<file path="config.mk">
export PLATFORM = sky130hd
export DESIGN_NAME = segregated_block_allocator_top
export DESIGN_NICKNAME = d
export VERILOG_FILES = /design/src/hdl/sba_pkg.sv /design/src/hdl/sba_ctrl.sv /design/src/hdl/sba_datapath.sv /design/src/hdl/segregated_block_allocator_top.sv
export SDC_FILE = /design/constraint.sdc
export NUM_CORES = 2
export LEC_CHECK = 0
export BUFFER_PORTS_ARGS = -buffer_cell sky130_fd_sc_hd__buf_2
export CAP_MARGIN = 20
export CORE_MARGIN = 1.5
export CORE_UTILIZATION = 52
export DETAILED_ROUTE_END_ITERATION = 10
export GPL_ROUTABILITY_DRIVEN = 0
export PLACE_DENSITY = 0.68
export SYNTH_ARGS = -nofsm -noshare
export SYNTH_HDL_FRONTEND = slang
export SYNTH_MEMORY_MAX_BITS = 65536
export SYNTH_SLANG_ARGS = --single-unit
</file>
<file path="constraint.sdc">
create_clock -name i_clk -period 32.1 [get_ports i_clk]
set_input_delay 3.21 -clock i_clk [delete_from_list [all_inputs] [get_ports i_clk]]
set_output_delay 3.21 -clock i_clk [all_outputs]
set_load 0.01 [all_outputs]
</file>
<file path="src/hdl/sba_pkg.sv">
// sba_pkg: constants, size-class tables, controller states and the command and
// status structs of the segregated block allocator
// no dependencies
`timescale 1ns / 1ps
`default_nettype none

package sba_pkg;

    localparam int NUM_CLASSES  = 8;
    localparam int SEG_BYTES    = 4096;
    localparam int MIN_BLOCK    = 16;
    localparam int LINK_BYTES   = 4;
    localparam int HEADER_BYTES = 12;

    localparam int ADDR_W  = 32;
    localparam int BYTES_W = 16;
    localparam int SEG_LOG = $clog2(SEG_BYTES);
    localparam int MIN_LOG = $clog2(MIN_BLOCK);
    localparam int CLS_W   = $clog2(NUM_CLASSES);
    localparam int SLOT_W  = SEG_LOG - MIN_LOG;

    localparam int IN_TDATA_W  = ((BYTES_W + ADDR_W + 7) / 8) * 8;
    localparam int OUT_TDATA_W = ((ADDR_W + 7) / 8) * 8;

    localparam logic REQ_ALLOC = 1'b0;
    localparam logic REQ_FREE  = 1'b1;

    // blocks in a class: segment / block size, minus one for the header
    function automatic int cls_count(input int c);
        int sh;
        int q;
        sh = SEG_LOG - MIN_LOG - c;
        q  = (sh < 0) ? 0 : (1 << sh);
        return (q > 1) ? q - 1 : 0;
    endfunction

    // first link-store entry of a class
    function automatic int cls_first(input int c);
        int acc;
        acc = 0;
        for (int k = 0; k < c; k++) begin
            acc += cls_count(k);
        end
        return acc;
    endfunction

    localparam int TOTAL_SLOTS = cls_first(NUM_CLASSES);
    localparam int LIDX_W      = $clog2(TOTAL_SLOTS);

    typedef enum logic [1:0] {
        S_INIT,
        S_IDLE,
        S_EVAL,
        S_UPD
    } t_state;

    typedef struct packed {
        logic init_step;
        logic load_req;
        logic alloc_rd;
        logic alloc_upd;
        logic free_upd;
    } t_cmd;

    typedef struct packed {
        logic init_last;
        logic req_free;
        logic out_free;
    } t_status;

endpackage

`default_nettype wire

</file>
<file path="src/hdl/sba_ctrl.sv">
// sba_ctrl: sequencer of the allocator, one request at a time
// depends on sba_pkg
`timescale 1ns / 1ps
`default_nettype none

module sba_ctrl (
    input  wire logic            i_clk,
    input  wire logic            i_rst_n,
    input  wire logic            i_s_tvalid,
    output logic                 o_s_tready,
    input  wire sba_pkg::t_status i_status,
    output sba_pkg::t_cmd        o_cmd
);
    import sba_pkg::*;

    t_state r_state;
    t_state n_state;

    always_ff @(posedge i_clk) begin
        if (!i_rst_n) begin
            r_state <= S_INIT;
        end else begin
            r_state <= n_state;
        end
    end

    always_comb begin
        n_state    = r_state;
        o_cmd      = '0;
        o_s_tready = 1'b0;
        unique case (r_state)
            S_INIT: begin
                o_cmd.init_step = 1'b1;
                if (i_status.init_last) begin
                    n_state = S_IDLE;
                end
            end
            S_IDLE: begin
                o_s_tready = 1'b1;
                if (i_s_tvalid) begin
                    o_cmd.load_req = 1'b1;
                    n_state        = S_EVAL;
                end
            end
            S_EVAL: begin
                if (i_status.req_free) begin
                    // free finishes here once the result register can take it
                    if (i_status.out_free) begin
                        o_cmd.free_upd = 1'b1;
                        n_state        = S_IDLE;
                    end
                end else begin
                    o_cmd.alloc_rd = 1'b1;
                    n_state        = S_UPD;
                end
            end
            S_UPD: begin
                if (i_status.out_free) begin
                    o_cmd.alloc_upd = 1'b1;
                    n_state         = S_IDLE;
                end
            end
            default: begin
                n_state = S_INIT;
            end
        endcase
    end

endmodule

`default_nettype wire

</file>
<file path="src/hdl/sba_datapath.sv">
// sba_datapath: heap base, per-class list registers, link memory, address math
// and the result register
// depends on sba_pkg
`timescale 1ns / 1ps
`default_nettype none

module sba_datapath (
    input  wire logic                                i_clk,
    input  wire logic                                i_rst_n,
    input  wire logic                                i_cfg_valid,
    input  wire logic [sba_pkg::ADDR_W-1:0]          i_cfg_data,
    input  wire logic [sba_pkg::IN_TDATA_W-1:0]      i_s_tdata,
    input  wire logic                                i_s_tuser,
    output logic                                     o_m_tvalid,
    input  wire logic                                i_m_tready,
    output logic [sba_pkg::OUT_TDATA_W-1:0]          o_m_tdata,
    output logic                                     o_m_tuser,
    input  wire sba_pkg::t_cmd                       i_cmd,
    output sba_pkg::t_status                         o_status
);
    import sba_pkg::*;

    // size-class tables, folded to constants
    logic [SLOT_W-1:0] w_count [NUM_CLASSES];
    logic [LIDX_W-1:0] w_first [NUM_CLASSES];

    always_comb begin
        for (int i = 0; i < NUM_CLASSES; i++) begin
            w_count[i] = SLOT_W'(cls_count(i));
            w_first[i] = LIDX_W'(cls_first(i));
        end
    end

    logic [ADDR_W-1:0]  r_base;
    logic               r_type;
    logic [BYTES_W-1:0] r_bytes;
    logic [ADDR_W-1:0]  r_addr;

    logic [SLOT_W-1:0]  r_head  [NUM_CLASSES];
    logic [SLOT_W-1:0]  r_tail  [NUM_CLASSES];
    logic               r_empty [NUM_CLASSES];

    logic [SLOT_W-1:0]  r_link [TOTAL_SLOTS];
    logic [SLOT_W-1:0]  r_rd_data;

    logic [CLS_W-1:0]   r_cls;
    logic               r_hit;
    logic [ADDR_W-1:0]  r_pa;

    logic [CLS_W-1:0]   r_ini_cls;
    logic [SLOT_W-1:0]  r_ini_slot;
    logic [LIDX_W-1:0]  r_ini_g;

    logic               r_out_valid;
    logic               r_out_granted;
    logic [ADDR_W-1:0]  r_out_addr;

    // configuration is always taken
    always_ff @(posedge i_clk) begin
        if (!i_rst_n) begin
            r_base <= '0;
        end else if (i_cfg_valid) begin
            r_base <= i_cfg_data;
        end
    end

    always_ff @(posedge i_clk) begin
        if (i_cmd.load_req) begin
            r_type  <= i_s_tuser;
            r_bytes <= i_s_tdata[BYTES_W-1:0];
            r_addr  <= i_s_tdata[BYTES_W +: ADDR_W];
        end
    end

    // allocate: first class that fits and has a free block
    logic [BYTES_W:0]   w_need;
    logic               w_hit;
    logic [CLS_W-1:0]   w_cls;
    logic [SLOT_W-1:0]  w_head_sel;
    logic [ADDR_W-1:0]  w_pa;
    logic [LIDX_W-1:0]  w_rd_idx;

    assign w_need = {1'b0, r_bytes} + (BYTES_W + 1)'(LINK_BYTES);

    always_comb begin
        w_hit = 1'b0;
        w_cls = '0;
        for (int c = NUM_CLASSES - 1; c >= 0; c--) begin
            if (((32'(MIN_BLOCK) << c) >= 32'(w_need)) && !r_empty[c]) begin
                w_hit = 1'b1;
                w_cls = CLS_W'(c);
            end
        end
    end

    assign w_head_sel = r_head[w_cls];
    assign w_pa       = r_base + (ADDR_W'(w_cls) << SEG_LOG)
                        + ADDR_W'(HEADER_BYTES + LINK_BYTES)
                        + (ADDR_W'(w_head_sel) << (MIN_LOG + int'(w_cls)));
    assign w_rd_idx   = w_first[w_cls] + LIDX_W'(w_head_sel);

    always_ff @(posedge i_clk) begin
        if (i_cmd.alloc_rd) begin
            r_cls     <= w_cls;
            r_hit     <= w_hit;
            r_pa      <= w_pa;
            r_rd_data <= r_link[w_rd_idx];
        end
    end

    // free: class and slot straight from the address
    logic [ADDR_W-1:0]  w_off;
    logic [CLS_W-1:0]   w_fcls;
    logic [SEG_LOG-1:0] w_rel;
    logic [SEG_LOG-1:0] w_slot_full;
    logic [SLOT_W-1:0]  w_slot;
    logic               w_free_ok;
    logic [LIDX_W-1:0]  w_wr_tail_idx;

    assign w_off       = r_addr - ADDR_W'(LINK_BYTES) - r_base;
    assign w_fcls      = w_off[SEG_LOG +: CLS_W];
    assign w_rel       = w_off[SEG_LOG-1:0];
    assign w_slot_full = (w_rel - SEG_LOG'(HEADER_BYTES)) >> (MIN_LOG + int'(w_fcls));
    assign w_slot      = w_slot_full[SLOT_W-1:0];
    assign w_free_ok   = (r_addr != '0)
                         && (w_off[ADDR_W-1:SEG_LOG] < (ADDR_W - SEG_LOG)'(NUM_CLASSES))
                         && (w_rel >= SEG_LOG'(HEADER_BYTES))
                         && (w_slot_full < SEG_LOG'(w_count[w_fcls]));
    assign w_wr_tail_idx = w_first[w_fcls] + LIDX_W'(r_tail[w_fcls]);

    // link memory write port: reset sweep or tail append
    logic               w_wr_en;
    logic [LIDX_W-1:0]  w_wr_idx;
    logic [SLOT_W-1:0]  w_wr_data;
    logic               w_ini_cls_end;

    assign w_ini_cls_end = (r_ini_slot + SLOT_W'(1)) >= w_count[r_ini_cls];

    always_comb begin
        w_wr_en   = 1'b0;
        w_wr_idx  = w_wr_tail_idx;
        w_wr_data = w_slot;
        if (i_cmd.init_step) begin
            w_wr_en   = 1'b1;
            w_wr_idx  = r_ini_g;
            w_wr_data = w_ini_cls_end ? '0 : r_ini_slot + SLOT_W'(1);
        end else if (i_cmd.free_upd && w_free_ok && !r_empty[w_fcls]) begin
            w_wr_en = 1'b1;
        end
    end

    always_ff @(posedge i_clk) begin
        if (w_wr_en) begin
            r_link[w_wr_idx] <= w_wr_data;
        end
    end

    always_ff @(posedge i_clk) begin
        if (!i_rst_n) begin
            r_ini_cls  <= '0;
            r_ini_slot <= '0;
            r_ini_g    <= '0;
        end else if (i_cmd.init_step) begin
            r_ini_g <= r_ini_g + LIDX_W'(1);
            if (w_ini_cls_end) begin
                r_ini_cls  <= r_ini_cls + CLS_W'(1);
                r_ini_slot <= '0;
            end else begin
                r_ini_slot <= r_ini_slot + SLOT_W'(1);
            end
        end
    end

    // list registers
    always_ff @(posedge i_clk) begin
        if (!i_rst_n) begin
            for (int c = 0; c < NUM_CLASSES; c++) begin
                r_head[c]  <= '0;
                r_tail[c]  <= (w_count[c] != '0) ? w_count[c] - SLOT_W'(1) : '0;
                r_empty[c] <= (w_count[c] == '0);
            end
        end else if (i_cmd.alloc_upd && r_hit) begin
            if (r_head[r_cls] == r_tail[r_cls]) begin
                r_empty[r_cls] <= 1'b1;
            end else if (r_rd_data < w_count[r_cls]) begin
                r_head[r_cls] <= r_rd_data;
            end else begin
                r_empty[r_cls] <= 1'b1;
            end
        end else if (i_cmd.free_upd && w_free_ok) begin
            if (r_empty[w_fcls]) begin
                r_head[w_fcls]  <= w_slot;
                r_empty[w_fcls] <= 1'b0;
            end
            r_tail[w_fcls] <= w_slot;
        end
    end

    // result register
    always_ff @(posedge i_clk) begin
        if (!i_rst_n) begin
            r_out_valid <= 1'b0;
        end else if (i_cmd.alloc_upd || i_cmd.free_upd) begin
            r_out_valid <= 1'b1;
        end else if (i_m_tready) begin
            r_out_valid <= 1'b0;
        end
    end

    always_ff @(posedge i_clk) begin
        if (i_cmd.alloc_upd) begin
            r_out_granted <= r_hit;
            r_out_addr    <= r_hit ? r_pa : '0;
        end else if (i_cmd.free_upd) begin
            r_out_granted <= 1'b0;
            r_out_addr    <= '0;
        end
    end

    assign o_m_tvalid = r_out_valid;
    assign o_m_tuser  = r_out_granted;
    assign o_m_tdata  = OUT_TDATA_W'(r_out_addr);

    assign o_status.init_last = (r_ini_g == LIDX_W'(TOTAL_SLOTS - 1));
    assign o_status.req_free  = (r_type == REQ_FREE);
    assign o_status.out_free  = !r_out_valid || i_m_tready;

endmodule

`default_nettype wire

</file>
<file path="src/hdl/segregated_block_allocator_top.sv">
// Segregated free-list block allocator. Eight size classes of 16 to 2048 byte
// blocks, one 4096 byte segment each behind a 12 byte header, starting at the
// configured heap base. Each request (tuser 0 allocate, 1 free) gives exactly
// one result: tuser is the grant flag and tdata the payload address (link word
// skipped) or zero. After reset the link memory is walked once to chain every
// class, while no request is taken; configuration writes are taken at any
// time but belong only to idle periods. A free is accepted and then finishes
// in the evaluate state; an allocate is accepted, evaluated and then updated,
// since it waits on one registered read of the next-link memory. A waiting
// result holds the next request's final state until it is taken.
// depends on sba_pkg, sba_ctrl, sba_datapath
`timescale 1ns / 1ps
`default_nettype none

module segregated_block_allocator_top (
    input  wire logic                              i_clk,
    input  wire logic                              i_rst_n,
    // configuration: heap_base
    input  wire logic                              i_cfg_valid,
    output logic                                   o_cfg_ready,
    input  wire logic [sba_pkg::ADDR_W-1:0]        i_cfg_data,
    // requests
    input  wire logic                              s_axis_tvalid,
    output logic                                   s_axis_tready,
    input  wire logic [sba_pkg::IN_TDATA_W-1:0]    s_axis_tdata,  // req_bytes, free_addr
    input  wire logic                              s_axis_tuser,  // req_type
    // results
    output logic                                   m_axis_tvalid,
    input  wire logic                              m_axis_tready,
    output logic [sba_pkg::OUT_TDATA_W-1:0]        m_axis_tdata,  // block_addr
    output logic                                   m_axis_tuser   // granted
);
    import sba_pkg::*;

    t_cmd    w_cmd;
    t_status w_status;

    assign o_cfg_ready = 1'b1;

    sba_ctrl u_ctrl (
        .i_clk      (i_clk),
        .i_rst_n    (i_rst_n),
        .i_s_tvalid (s_axis_tvalid),
        .o_s_tready (s_axis_tready),
        .i_status   (w_status),
        .o_cmd      (w_cmd)
    );

    sba_datapath u_datapath (
        .i_clk       (i_clk),
        .i_rst_n     (i_rst_n),
        .i_cfg_valid (i_cfg_valid),
        .i_cfg_data  (i_cfg_data),
        .i_s_tdata   (s_axis_tdata),
        .i_s_tuser   (s_axis_tuser),
        .o_m_tvalid  (m_axis_tvalid),
        .i_m_tready  (m_axis_tready),
        .o_m_tdata   (m_axis_tdata),
        .o_m_tuser   (m_axis_tuser),
        .i_cmd       (w_cmd),
        .o_status    (w_status)
    );

endmodule

`default_nettype wire

</file>
[Yosys cells after proc, flatten, opt, wreduce, memory -nomap -nowiden]
Memories as Yosys holds them, arrays and structs flattened. A register that Yosys moved wholly into a read port is not among the register bits.
Cells that the tools add are included.
Word-level totals
  memories kept: 9
  RAM bits: 4152
  bits in registers: 173
  ROM bits: 336
  input port bits: 86
Memories
  u_datapath.r_link: depth 502, bits a word 8, read ports 1, clocked after memory_dff 1, wr ports 1, line sba_datapath.sv:43  | logic [SLOT_W-1:0] r_link [TOTAL_SLOTS];
  (no name shown): depth 8, bits a word 9, read ports 1, clocked after memory_dff 0, wr ports 0, line sba_datapath.sv:100  | assign w_rd_idx = w_first[w_cls] + LIDX_W'(w_head_sel);
  (no name shown): depth 8, bits a word 9, read ports 1, clocked after memory_dff 0, wr ports 0, line sba_datapath.sv:129  | assign w_wr_tail_idx = w_first[w_fcls] + LIDX_W'(r_tail[w_fcls]);
  (no name shown): depth 8, bits a word 8, read ports 1, clocked after memory_dff 0, wr ports 0, line sba_datapath.sv:137  | assign w_ini_cls_end = (r_ini_slot + SLOT_W'(1)) >= w_count[r_ini_cls];
  (no name shown): depth 8, bits a word 8, read ports 1, clocked after memory_dff 0, wr ports 0, line sba_datapath.sv:185  | end else if (r_rd_data < w_count[r_cls]) begin
  (no name shown): depth 8, bits a word 8, read ports 1, clocked after memory_dff 0, wr ports 0, line sba_datapath.sv:128  | && (w_slot_full < SEG_LOG'(w_count[w_fcls]));
  +3 memories
Operators by class
  multiplexer cells: 90
  shifts and indexed selects: 2
  reductions and logical operators: 38
  eq/ne operators: 7
  magnitude comparators: 17
  bitwise gates (word level): 5
  add/subtract/negate cells: 14
Operators with widths (count)
  2-to-1 mux 32 bit: 3
  2-to-1 mux 8 bit: 11
  2-to-1 mux 1 bit: 51
  2-to-1 mux 3 bit: 15
  2-to-1 mux 9 bit: 5
  adder 32 x 15 -> 32 bit: 1
  adder 32 bit: 1
  adder 32 x 5 -> 32 bit (second input constant): 1
  nonzero test 32 bit: 1
  left shift 8 x 32 -> 32 bit: 1
  right shift 12 x 32 -> 12 bit: 1
  subtractor 32 x 3 -> 32 bit (second input constant): 1
  subtractor 32 bit: 1
  OR reduction 8 bit: 3
  less-than comparator 20 x 4 -> 1 bit (second input constant): 1
  adder 9 x 8 -> 9 bit: 2
  adder 16 x 3 -> 17 bit (second input constant): 1
  >= comparator 10 x 17 -> 1 bit (first input constant): 1
  >= comparator 11 x 17 -> 1 bit (first input constant): 1
  >= comparator 12 x 17 -> 1 bit (first input constant): 1
  >= comparator 5 x 17 -> 1 bit (first input constant): 1
  >= comparator 6 x 17 -> 1 bit (first input constant): 1
  >= comparator 7 x 17 -> 1 bit (first input constant): 1
  >= comparator 8 x 17 -> 1 bit (first input constant): 1
  29 further kinds: 66

[Depth between registers and ports, before layout]
  depth in word-level cells: 16
  depth in mapped cells: 35

[By module]
A second synthesis with hierarchy kept.
Unflattened totals
  cell total of the unflattened synthesis: 8495
  area total of the unflattened synthesis: 176336.6 sq um
Modules (own cells, without submodules)
  sba_datapath: seq. area each 129504.2 sq um, instances 1, area an instance 176169.0 sq um, cells an instance 8477
  sba_ctrl: seq. area each 40.0 sq um, instances 1, area an instance 156.4 sq um, cells an instance 16
  segregated_block_allocator_top: seq. area each 0.0 sq um, instances 1, area an instance 11.3 sq um, cells an instance 2

[Least setup slack after synthesis]
Ideal clock, no wire load.
  path type: reg-to-reg
  from: register u_datapath.r_addr[1]
  to: memory u_datapath.r_link[0][1] (netlist name), data pin
  period minus slack after synthesis: 26704 ps
  required time: 28009 ps
  stages on the path, launching flop included: 15
  slack: 5396 ps
  library setup time: 4091 ps
  path buffers: 0
  data arrival time: 22613 ps
  cell sequence: edfxtp_1 ha_1 ha_1 fa_1 xor2_1 and2_0 a221oi_2 nor2b_1 nand4_1 nor2_1 xnor2_1 o21ai_0 nand2_1 o21a_1 o21ai_0
Between the ends
  word-level cells in the longest chain between the ends: 5
  elaborated cells on any way between the ends: 6
Ends and longest elaborated chain
  start: declaration: line sba_datapath.sv:37  | logic [ADDR_W-1:0] r_addr;
  start signal: assignment: line sba_datapath.sv:71  | r_addr <= i_s_tdata[BYTES_W +: ADDR_W];
  subtractor 32 x 3 -> 32 bit *: line sba_datapath.sv:120  | assign w_off = r_addr - ADDR_W'(LINK_BYTES) - r_base;
  subtractor 32 bit *: line sba_datapath.sv:120
  subtractor 12 x 4 -> 12 bit / adder 3 x 3 -> 4 bit (equally long branches): line sba_datapath.sv:123  | assign w_slot_full = (w_rel - SEG_LOG'(HEADER_BYTES)) >> (MIN_LOG + int'(w_fcls));
  right shift 12 x 32 -> 12 bit *: line sba_datapath.sv:123
  2-to-1 mux 8 bit *: line sba_datapath.sv:143  | if (i_cmd.init_step) begin
  named net u_datapath.w_wr_data[1]: line sba_datapath.sv:134  | logic [SLOT_W-1:0] w_wr_data;
  end: declaration: line sba_datapath.sv:43
Mark *: on every way through the listed nets, which the timed path passes. The rest lies on a longest branch.

[Worst setup path after layout]
  from: register u_datapath.r_bytes[2]
  to: register u_datapath.r_rd_data[6] (read register of u_datapath.r_link), data pin
Between the ends
  word-level cells in the longest chain between the ends: 16
  elaborated cells on any way between the ends: 31
Ends and longest elaborated chain
  start: declaration: line sba_datapath.sv:36  | logic [BYTES_W-1:0] r_bytes;
  start signal: assignment: line sba_datapath.sv:70  | r_bytes <= i_s_tdata[BYTES_W-1:0];
  adder 16 x 3 -> 17 bit *: line sba_datapath.sv:83  | assign w_need = {1'b0, r_bytes} + (BYTES_W + 1)'(LINK_BYTES);
  >= comparator 12 x 17 -> 1 bit: line sba_datapath.sv:89  | if (((32'(MIN_BLOCK) << c) >= 32'(w_need)) && !r_empty[c]) begin
  logical AND 1 bit: line sba_datapath.sv:89
  2-to-1 mux 3 bit (7 in series): line sba_datapath.sv:89
  2-to-1 mux 3 bit *: line sba_datapath.sv:89
  NOT 3 -> 4 bit (implied by the code): line sba_datapath.sv:100
  memory (8 x 9 bit)
  2-to-1 mux 9 bit (implied by the code) (2 in series): line sba_datapath.sv:100
  adder 9 x 8 -> 9 bit *: line sba_datapath.sv:100
  end: declaration: line sba_datapath.sv:44  | logic [SLOT_W-1:0] r_rd_data;
Every way passes the cells marked *; elsewhere a longest branch is shown, timed or not. The select of a mux whose other input is x is not followed.
A chain may end at the register's enable or synchronous reset.

==> impl_metrics.csv <==
group,metric,value,unit
status,status,"completed",
floorplanning,pin_count,122,
clock_network,clk-insertion-delay-late,1.02,ns
grt,grt_max_degree,207,
detailed_routing,drt_first_pass_iters,6,
synth,ys_seq_area_share,73.3,%
pwr,power_leakage,65.1,nW
floorplanning,die_area,344000,um2
clock_network,cts_tree,"yes",
worst_setup_path,crit_path_start_kind,"flop",
synth,ys_ff_latch,4336,
timing,worstMarginPinSlew,1.24,ns
worst_setup_path,worst-path-buf-inv,6,
synth,synth_cell_types,104,
clock_network,cts_hold_buffers,0,
grt,antenna_found_initial,32,
grt,grt_pass1_vias,90474,
clock_network,root_buffer,"clkbuf_16",
floorplanning,dieWidth,586,um
timing,setup_tns,0,ns
placed_design,io_buffers,120,
clock_network,clockBufferDepth,4,
grt,grt_pass1_wl,638,mm
worst_setup_path,critPathArrivalTime,13.42,ns
pwr,vdd.ir_drop.worst,0.0000417,V
timing,fin_crit_sh,39.5,%
floorplanning,die_h,586,um
worst_setup_path,cp_common_cell,"buf_4",
timing,fin_worst_skew,0.0843,ns
detailed_routing,dr.first_iter.drc_count,11875,
grt,gr-usage-all-layers,25.6,%
synth,ys_warn_count,0,
pwr,power_density,59.4,nW/um2
synth,synth-edff-count,4270,
timing,slew_viol_final,0,
synth,syn_area,177000,um2
detailed_routing,via_per_inst,6.47,
timing,fmax,0.0790,GHz
floorplanning,start_util,52.4,%
worst_setup_path,regToRegSetupSlack,19.44,ns
timing,grt_setup_unrepaired,"false",
clock_network,htree_levels,5,
final_layout,drive_gt1_share,29.9,%
final_layout,final_cell_area,200000,um2
placed_design,placed_area,186000,um2
worst_setup_path,cp_slowest_cell,"buf_4",
synth,synth-async-reset-ratio,0,%
timing,layout_setup_ws,19.44,ns
timing,final-hold-violation-count,0,
synth,synth_ff_type,"edfxtp_1",
clock_network,clk_transition_reported_paths,0.06,ns
detailed_routing,drt_wl_total,441,mm
worst_setup_path,worst_setup_path_end_kind,"flop",
clock_network,cts_resized,0,
worst_setup_path,critPathKind,"flop to flop",
detailed_routing,postRouteAntennaNets,0,
timing,relSlewSlack,17.2,%
worst_hold_path,hold_class,"flop to flop",
clock_network,numCtsBuffers,430,
clock_network,cts_num_sinks,4336,
run,drv_cap,0,
final_layout,final_cell_mix,"4270 x edfxtp_1, 1358 x mux4_2, 441 x buf_4",
synth,avgSynthCellArea,20.7,um2
final_layout,final_common_cell,"edfxtp_1",
floorplanning,core,337000,um2
worst_setup_path,crit_family,"buffers and inverters",
detailed_routing,drc,0,
placed_design,place_ws,19.30,ns
clock_network,postCtsSetupBuffers,0,
floorplanning,rows,213,
placed_design,hpwl,264,mm
final_layout,area_growth,13.1,%
worst_setup_path,critPathMaxStageDelay,0.87,ns
timing,final-setup-viol-count,0,
detailed_routing,route.detailed.wl_per_inst,31.4,um
final_layout,layout.nets,9387,
worst_setup_path,critPathMaxFanout,48,
detailed_routing,vias,90770,
grt,grt_overflow,0,
worst_setup_path,crit_required,32.85,ns
timing,finalCriticalPeriod,12.66,ns
synth,syn-instance-count,8550,
worst_setup_path,cp_cell_sequence,"ha_1 > nand4_1 > nor2_1 > nand4b_1 > a211o_1 > or4_1 > and2_4 > o21ai_2 > and2_1 > inv_2 > nand2_1 > a31oi_1 > or2_2 > ha_4 > buf_4 > buf_4 > buf_4 > buf_4 > buf_4 > mux4_2 > mux4_2 > mux4_2 > mux4_1 > mux2_2",
==> synthesized netlist by cell type, types with 15 or more instances <==
master	count	area, um2
dfxtp_1	66	1320
xor2_1	31	272
a21o_1	31	233
inv_1	161	604
nor2b_1	58	363
nand4_1	20	125
a21oi_1	127	636
mux4_2	1358	30600
a31oi_1	15	93.8
nand2b_1	18	113
o21ai_0	98	490
o211ai_1	16	120
nor3_1	552	2760
a221oi_1	15	131
or3_1	15	93.8
nand3_1	63	315
clkbuf_1	369	1390
o21a_1	21	158
buf_1	100	375
nor2_1	130	488
nand2_1	271	1020
nor4_1	24	150
mux2i_1	61	611
edfxtp_1	4270	128000
and3_1	24	150
and2_1	79	494
ha_1	153	1910
buf_2	52	260
xnor2_1	58	508
==> cell type report <==
| class | count | area, um2 |
|---|---|---|
| timing repair buffer | 655 | 4790 |
| antenna | 13 | 32.5 |
| inverter | 165 | 619 |
| fill | 23640 | 138000 |
| tap | 4515 | 5650 |
| clock buffer | 528 | 11300 |
| multi-input combinational | 3553 | 45600 |
| clock inverter | 263 | 2370 |
| sequential | 4336 | 130000 |
==> path summary, 6_finish.rpt <==
check                                          end                                  start  depth (start not counted)
max              u_datapath.r_rd_data[6]$_DFFE_PP_        u_datapath.r_bytes[2]$_DFFE_PP_                         24
min          u_datapath.r_ini_slot[7]$_SDFFE_PN0P_  u_datapath.r_ini_slot[7]$_SDFFE_PN0P_                          2
max reg2reg      u_datapath.r_rd_data[6]$_DFFE_PP_        u_datapath.r_bytes[2]$_DFFE_PP_                         24
min reg2reg  u_datapath.r_ini_slot[7]$_SDFFE_PN0P_  u_datapath.r_ini_slot[7]$_SDFFE_PN0P_                          2
==> power breakdown <==
| group | leakage (nW) | internal [W] | total (W) | switching (W) |
|---|---|---|---|---|
| logic | 17.6 | 0.000256 | 0.000726 | 0.000470 |
| registers | 40.9 | 0.00623 | 0.00624 | 0.0000108 |
| clock network | 6.68 | 0.00279 | 0.00491 | 0.00212 |
==> cell families after synthesis <==
family	count (synthesis)	synth area share (%)
compound gates	500	1.93
mux	1439	17.8
other cells	2	0.00425
xor+xnor	90	0.456
buf+inv	696	1.54
flops	4336	73.3
fa+ha+maj	160	1.16
simple gates	1327	3.80
==> worst reg2reg max path, cell delays in order, from the launching register on <==
cell and delay (ns):
edfxtp_1 0.51, ha_1 0.59, nand4_1 0.28, nor2_1 0.24, nand4b_1 0.24, a211o_1 0.42
or4_1 0.68, and2_4 0.27, o21ai_2 0.10, and2_1 0.71, inv_2 0.42, nand2_1 0.18
a31oi_1 0.08, or2_2 0.35, ha_4 0.73, buf_4 0.77, buf_4 0.81, buf_4 0.79
buf_4 0.89, buf_4 0.82, mux4_2 0.68, mux4_2 0.53, mux4_2 0.54, mux4_1 0.52
mux2_2 0.27
==> registers in the layout, indices dropped and copies added, names as in the netlist, 2 cells and up, named ones only <==
| name | flops |
|---|---|
| u_datapath.r_link | 4016 |
| u_datapath.r_head | 64 |
| u_datapath.r_tail | 64 |
| u_datapath.o_m_tdata | 32 |
| u_datapath.r_addr | 32 |
| u_datapath.r_base | 32 |
| u_datapath.r_pa | 32 |
| u_datapath.r_bytes | 16 |
| u_datapath.r_ini_g | 9 |
| u_datapath.r_empty | 8 |
| u_datapath.r_ini_slot | 8 |
| u_datapath.r_rd_data | 8 |
| u_datapath.r_cls | 3 |
| u_datapath.r_ini_cls | 3 |
| u_ctrl.r_state | 2 |
==> stage by stage <==
| step | utilization, % | hold slack (ns) | total power (W) | cells |
|---|---|---|---|---|
| floorplan | - | 0.456 | 0.00688 | 8585 |
| CTS | 59.2 | 0.484 | 0.0119 | 13988 |
| global placement | 54.8 | 0.470 | 0.00706 | 13055 |
| global route | 59.2 | 0.504 | 0.0122 | 14022 |
| detailed placement | 55.1 | 0.476 | 0.00708 | 13197 |
| finish | 59.2 | 0.481 | 0.0119 | 14028 |
==> metal layers <==
metal  up-vias  wire length (um)  GRT usage (%)
met5         -               103              0
met4        14             14700           8.15
met3       775             42500           4.52
met2      4990            211000           40.5
met1     47956            172000           36.7
li1      37035                 -              -
(Power assumes the default switching activity.)
